===== config.mk =====
export PLATFORM = sky130hd
export DESIGN_NAME = mba_front_flat
export DESIGN_NICKNAME = d
export VERILOG_FILES = /design/src/rtl/mba_pkg.sv /design/src/rtl/mba_if.sv /design/src/rtl/mba_front.sv /design/src/flat_wrapper.sv
export SDC_FILE = /design/constraint.sdc
export NUM_CORES = 1
export LEC_CHECK = 0
export ABC_AREA = 0
export BUFFER_PORTS_ARGS = -buffer_cell sky130_fd_sc_hd__buf_2
export CORE_MARGIN = 10
export CORE_UTILIZATION = 39
export DETAILED_ROUTE_END_ITERATION = 12
export GPL_TIMING_DRIVEN = 0
export MAX_ROUTING_LAYER = met4
export PLACE_DENSITY = 0.68
export SYNTH_ARGS = -nofsm -noshare
export SYNTH_HDL_FRONTEND = slang
export SYNTH_SLANG_ARGS = --single-unit

===== constraint.sdc =====
create_clock -name i_clk -period 14.3 [get_ports i_clk]
set_input_delay 0.715 -clock i_clk [delete_from_list [all_inputs] [get_ports i_clk]]
set_output_delay 0.715 -clock i_clk [all_outputs]
set_load 0.01 [all_outputs]

===== src/rtl/mba_pkg.sv =====
// Shared types, codes and helpers of the minute bar aggregator.
`default_nettype none
package mba_pkg;
    localparam int SYM_W = 5;
    localparam int MIN_W = 32;
    localparam int PRC_W = 32;
    localparam int QTY_W = 32;
    localparam int SUM_W = 48;
    localparam int SYM_LIMIT = 32;

    // Action codes of an input word
    typedef enum logic [1:0] {
        OP_TRADE = 2'd0,
        OP_QUOTE = 2'd1,
        OP_FLUSH = 2'd2,
        OP_NONE  = 2'd3
    } t_op;

    // Record kind codes
    localparam logic KIND_TRADE = 1'b0;
    localparam logic KIND_QUOTE = 1'b1;

    typedef enum logic [1:0] {
        ST_IDLE,
        ST_SCAN_T,
        ST_SCAN_Q,
        ST_APPLY
    } t_state;

    typedef struct packed {
        t_op              op;
        logic [SYM_W-1:0] symbol;
        logic [MIN_W-1:0] minute;
        logic [PRC_W-1:0] price;
        logic [QTY_W-1:0] volume;
        logic [QTY_W-1:0] bid_size;
        logic [QTY_W-1:0] ask_size;
    } t_cmd;

    typedef struct packed {
        logic             kind;
        logic [SYM_W-1:0] bar_symbol;
        logic [MIN_W-1:0] bar_minute;
        logic [PRC_W-1:0] open_price;
        logic [PRC_W-1:0] high_price;
        logic [PRC_W-1:0] low_price;
        logic [PRC_W-1:0] close_price;
        logic [SUM_W-1:0] total_volume;
        logic [SUM_W-1:0] bid_total;
        logic [SUM_W-1:0] ask_total;
        logic             last;
    } t_rec;

    // Add a size to a sum and stop at all ones
    function automatic logic [SUM_W-1:0] sat_add(input logic [SUM_W-1:0] a,
                                                 input logic [QTY_W-1:0] b);
        logic [SUM_W:0] s;
        s = {1'b0, a} + {{(SUM_W-QTY_W+1){1'b0}}, b};
        return s[SUM_W] ? {SUM_W{1'b1}} : s[SUM_W-1:0];
    endfunction
endpackage
`default_nettype wire


===== src/rtl/mba_if.sv =====
// Channel interfaces of the minute bar aggregator.
`default_nettype none
interface mba_in_if;
    logic                       valid;
    logic                       ready;
    logic [1:0]                 action;
    logic [mba_pkg::SYM_W-1:0] symbol;
    logic [mba_pkg::MIN_W-1:0] minute;
    logic [mba_pkg::PRC_W-1:0] price;
    logic [mba_pkg::QTY_W-1:0] volume;
    logic [mba_pkg::QTY_W-1:0] bid_size;
    logic [mba_pkg::QTY_W-1:0] ask_size;
    modport source (output valid, action, symbol, minute, price, volume, bid_size,
                     ask_size, input ready);
    modport sink (input valid, action, symbol, minute, price, volume, bid_size,
                  ask_size, output ready);
endinterface

`default_nettype wire


===== src/rtl/mba_front.sv =====
// Front end: accept input words, decode the action and queue them.
`default_nettype none
module mba_front import mba_pkg::*; (
    input  wire logic i_clk,
    input  wire logic i_rst_n,
    mba_in_if.sink    i_in,
    output t_cmd      o_cmd,
    output logic      o_cmd_valid,
    input  wire logic i_pop
);
    t_cmd       r_mem [2];
    logic       r_wr;
    logic       r_rd;
    logic [1:0] r_cnt;
    logic       push;
    t_cmd       cmd_in;

    assign i_in.ready  = (r_cnt != 2'd2);
    assign push        = i_in.valid && i_in.ready;
    assign o_cmd       = r_mem[r_rd];
    assign o_cmd_valid = (r_cnt != 2'd0);

    // Decode the word into a command
    always_comb begin
        cmd_in.op       = t_op'(i_in.action);
        cmd_in.symbol   = i_in.symbol;
        cmd_in.minute   = i_in.minute;
        cmd_in.price    = i_in.price;
        cmd_in.volume   = i_in.volume;
        cmd_in.bid_size = i_in.bid_size;
        cmd_in.ask_size = i_in.ask_size;
    end

    // Advance queue pointers and count
    always_ff @(posedge i_clk) begin
        if (!i_rst_n) begin
            r_wr  <= 1'b0;
            r_rd  <= 1'b0;
            r_cnt <= 2'd0;
        end else begin
            if (push) r_wr <= ~r_wr;
            if (i_pop) r_rd <= ~r_rd;
            r_cnt <= r_cnt + {1'b0, push} - {1'b0, i_pop};
        end
    end

    // Hold queued words
    always_ff @(posedge i_clk) begin
        if (push) r_mem[r_wr] <= cmd_in;
    end
endmodule
`default_nettype wire


===== src/flat_wrapper.sv =====
// flat-port wrapper written by rule: the top's interface ports become plain ports
module mba_front_flat import mba_pkg::*;
  (i_clk, i_rst_n, o_cmd, o_cmd_valid, i_pop, i_in_valid, i_in_action, i_in_symbol, i_in_minute, i_in_price, i_in_volume, i_in_bid_size, i_in_ask_size, i_in_ready);
  mba_in_if i_in_i ();
  input  wire logic i_clk;
  input  wire logic i_rst_n;
  output t_cmd o_cmd;
  output logic o_cmd_valid;
  input  wire logic i_pop;
  input wire logic [$bits(i_in_i.valid)-1:0] i_in_valid;
  input wire logic [$bits(i_in_i.action)-1:0] i_in_action;
  input wire logic [$bits(i_in_i.symbol)-1:0] i_in_symbol;
  input wire logic [$bits(i_in_i.minute)-1:0] i_in_minute;
  input wire logic [$bits(i_in_i.price)-1:0] i_in_price;
  input wire logic [$bits(i_in_i.volume)-1:0] i_in_volume;
  input wire logic [$bits(i_in_i.bid_size)-1:0] i_in_bid_size;
  input wire logic [$bits(i_in_i.ask_size)-1:0] i_in_ask_size;
  output wire logic [$bits(i_in_i.ready)-1:0] i_in_ready;
  assign i_in_i.valid = i_in_valid;
  assign i_in_i.action = i_in_action;
  assign i_in_i.symbol = i_in_symbol;
  assign i_in_i.minute = i_in_minute;
  assign i_in_i.price = i_in_price;
  assign i_in_i.volume = i_in_volume;
  assign i_in_i.bid_size = i_in_bid_size;
  assign i_in_i.ask_size = i_in_ask_size;
  assign i_in_ready = i_in_i.ready;
  mba_front u_core (.i_clk(i_clk), .i_rst_n(i_rst_n), .i_in(i_in_i), .o_cmd(o_cmd), .o_cmd_valid(o_cmd_valid), .i_pop(i_pop));
endmodule

==> metrics <==
Max Cap Viol=0; Final Max Tran Viols=0; vias in the first global route=6840; filler cell count=~2800; Avg Cell Area, Syn=between 20 and 25 um^2; final hold violation count=0; post-CTS setup buffer count=0; setup TNS=0 ns; Worst Hold End=u_core.r_mem[1][11]$_DFFE_PP_; worst slew pin tran=0.680 ns; Tcrit/Tclk final=0.178; Bufs on Longest Clock Path=3; WP buf/inv=4; mux contribution to synthesized area=0.186; clock tree from TritonCTS=yes; Hold Path Depth=1; Die Y=slightly above 200 um; leakage=6.37 nW; Pwr Total=approximately 2.4 mW; Sw Share=0.225; Worst Min Path Start=i_in_ask_size[11]; clk_skew=0.0124 ns; largest family of logic cells by synthesized area=multiplexers; htree depth=2; CP Capture Type=output port; row cnt=66; power per cell area=147 nW/um^2; worst reg2reg endpoint=u_core.r_mem[0][123]$_DFFE_PP_; max_slew headroom=0.547; share of cells above drive strength 1=0.612; reg2reg start=u_core.r_cnt[0]$_SDFF_PN0_; Worst Hold Class=in -> reg; Num CTS Buffers=37; Via Count=approximately 6400; first-iteration detailed-routing DRC count=between 200 and 250; largest net degree at the start of global routing=~110; pre-CTS WS=11.85 ns; Mapped Area=12800 um^2; worst reg-to-reg setup slack=about 12 ns; Final min period=2.55 ns; Avg WL per Cell=20.1 um; first-pass GRT wire length=41900 um; CP max-delay cell=mux2_4; sequential share of the synthesized area=0.789; critical path type=reg -> out; R2R depth=4; synth warn=0; CTS resizes=0; antenna violation net count after detailed routing=0; crit-path most repeated cell=buf_6; die area=roughly 41000 um^2; Synth cell types=21; Worst path depth=5; CTS Hold Buffers Added=0; Synth Net Count=718; Post-route DRC=0; cell family with most CP delay=buffers and inverters; final setup violating endpoints=0; Req. time, crit path=13.59 ns; gr ovfl total=0; crit path DAT=1.83 ns; crit path cell chain=buf_6 > buf_6 > buf_6 > mux2_4 > buf_2; max incr delay on CP=0.33 ns; # port buffers=339; Reg power frac=0.498; Starting Density=0.395; max frequency=393 MHz; Clk network pwr share=0.366; combinational share of power=0.136; Psw=0.543 mW; number of synthesized register bits=339; hpwl dp=20000 um; Clock Root Buffer=clkbuf_16; Total GRT Usage=0.137; area fraction in compound gates after synthesis=0.00234; initial antenna violation count=11; gpl congestion=0.732; DIE WIDTH=201 um; I/O pin cnt=340; Internal Pwr Total=1.87 mW; drt total wl=28200 um; VDD IR max=0.110 mV; Worst setup SP type=flop; Via density=4.53; Nets=1100; CTS sink cnt=339; synthesis-to-layout area growth=27.4%; xor-xnor portion of the synthesized cell area=0.000682; RSZ-0062 raised after global routing=false; status=complete, no violations; post-route setup slack=around 12 ns; Post-Synthesis Cells=approximately 550; Crit Path Max Fanout=10; clock slew at reported path FFs=0.06 ns; core area=approximately 33000 um^2; clk_lat worst skew=0.50 ns; simple-gate share of the synthesized area=0.00507; adder-cell area share of the yosys netlist=0.000975; Detailed Routing Iterations Pass 1=4
## cells by family (layout without fill, tap and decap cells)
group           count (synthesis)  after routing
flops                         339            339
other cells                     0             12
compound gates                  4              4
buf+inv                        21            427
xor+xnor                        1              1
simple gates                   11             11
mux                           169            169
fa+ha+maj                       1              1
## synthesized netlist by cell type
master | number | area [um^2]
or2_2 | 1 | 6.26
nand2_1 | 2 | 7.51
xor2_1 | 1 | 8.76
a21bo_2 | 1 | 10.0
mux2_2 | 37 | 417
buf_6 | 16 | 180
mux2_4 | 130 | 1950
nand3b_1 | 1 | 7.51
a21boi_0 | 1 | 7.51
mux2i_1 | 2 | 20.0
a21oi_1 | 1 | 5.00
dfxtp_1 | 5 | 100
ha_1 | 1 | 12.5
buf_2 | 3 | 15.0
nand2b_1 | 2 | 12.5
edfxtp_1 | 334 | 10000
and3_1 | 2 | 12.5
and2_1 | 2 | 12.5
o21a_1 | 1 | 7.51
inv_1 | 2 | 7.51
nor2b_1 | 1 | 6.26
## sequential cells by signal, indices dropped and copies added (netlist names), named ones only
register      count
u_core.r_cnt      2
u_core.r_mem    334
u_core.r_wr       1
u_core.r_rd       1
## area by class of cell
| type | instances | area, um^2 | area share |
|---|---|---|---|
| clock buffer | 42 | 945 | 0.0578 |
| antenna | 12 | 30.0 | 0.00184 |
| tap | 442 | 553 | 0.0338 |
| sequential | 339 | 10100 | 0.619 |
| clock inverter | 21 | 178 | 0.0109 |
| multi-input combinational | 186 | 2510 | 0.153 |
| inverter | 2 | 15.0 | 0.000918 |
| timing repair buffer | 343 | 1800 | 0.110 |
| buffer | 19 | 195 | 0.0119 |
## placed cells by master, fill, tap and decap left out, types with 2 or more instances in the layout
cell type / n
buf_2: 342
edfxtp_1: 334
mux2_4: 130
mux2_2: 37
clkbuf_16: 37
buf_6: 16
diode_2: 12
clkinv_1: 8
clkinv_2: 7
dfxtp_1: 5
clkbuf_1: 5
clkinvlp_4: 3
bufinv_16: 3
buf_16: 3
and2_1: 2
nand2b_1: 2
nand2_1: 2
mux2i_1: 2
## worst max path at each step
| stage | from | to | slack [ns] |
|---|---|---|---|
| finish | flop | o_cmd[121] | 11.75 |
| global route | flop | o_cmd[64] | 11.65 |
| CTS | flop | o_cmd[102] | 11.69 |
| detailed placement | i_in_valid | u_core.r_mem[0][46]$_DFFE_PP_ | 11.85 |
| global placement | i_in_valid | u_core.r_mem[1][46]$_DFFE_PP_ | 6.59 |
| floorplan | i_in_valid | u_core.r_mem[1][0]$_DFFE_PP_ | 9.16 |
## power by group through the flow
| stage | Clock (mW) | Combinational, mW | Sequential (mW) |
|---|---|---|---|
| final | 0.882 | 0.329 | 1.20 |
| after global routing | 0.953 | 0.354 | 1.21 |
| after CTS | 0.913 | 0.339 | 1.20 |
| after detailed placement | 0 | 0.338 | 1.22 |
| after global placement | 0 | 0.327 | 1.24 |
| after floorplan | 0 | 0.197 | 1.23 |
## metrics by stage
stage | instances | area, um^2 | hold WS (ns) | util
finish | 1406 | 16400 | 0.402 | 0.503
global route | 1405 | 16400 | 0.378 | 0.503
CTS | 1394 | 16300 | 0.369 | 0.502
detailed placement | 1331 | 15200 | 0.590 | 0.467
global placement | 1327 | 15100 | 0.541 | 0.464
floorplan | 546 | 12800 | 0.529 | -
## routing by layer
layer | part of all wire | track usage
met2 | 0.51 | 0.227
met1 | 0.39 | 0.152
met5 | 0 | -
met3 | 0.076 | 0.0477
met4 | 0.027 | 0.0462
Note: power is estimated with default switching activity, not from simulation.
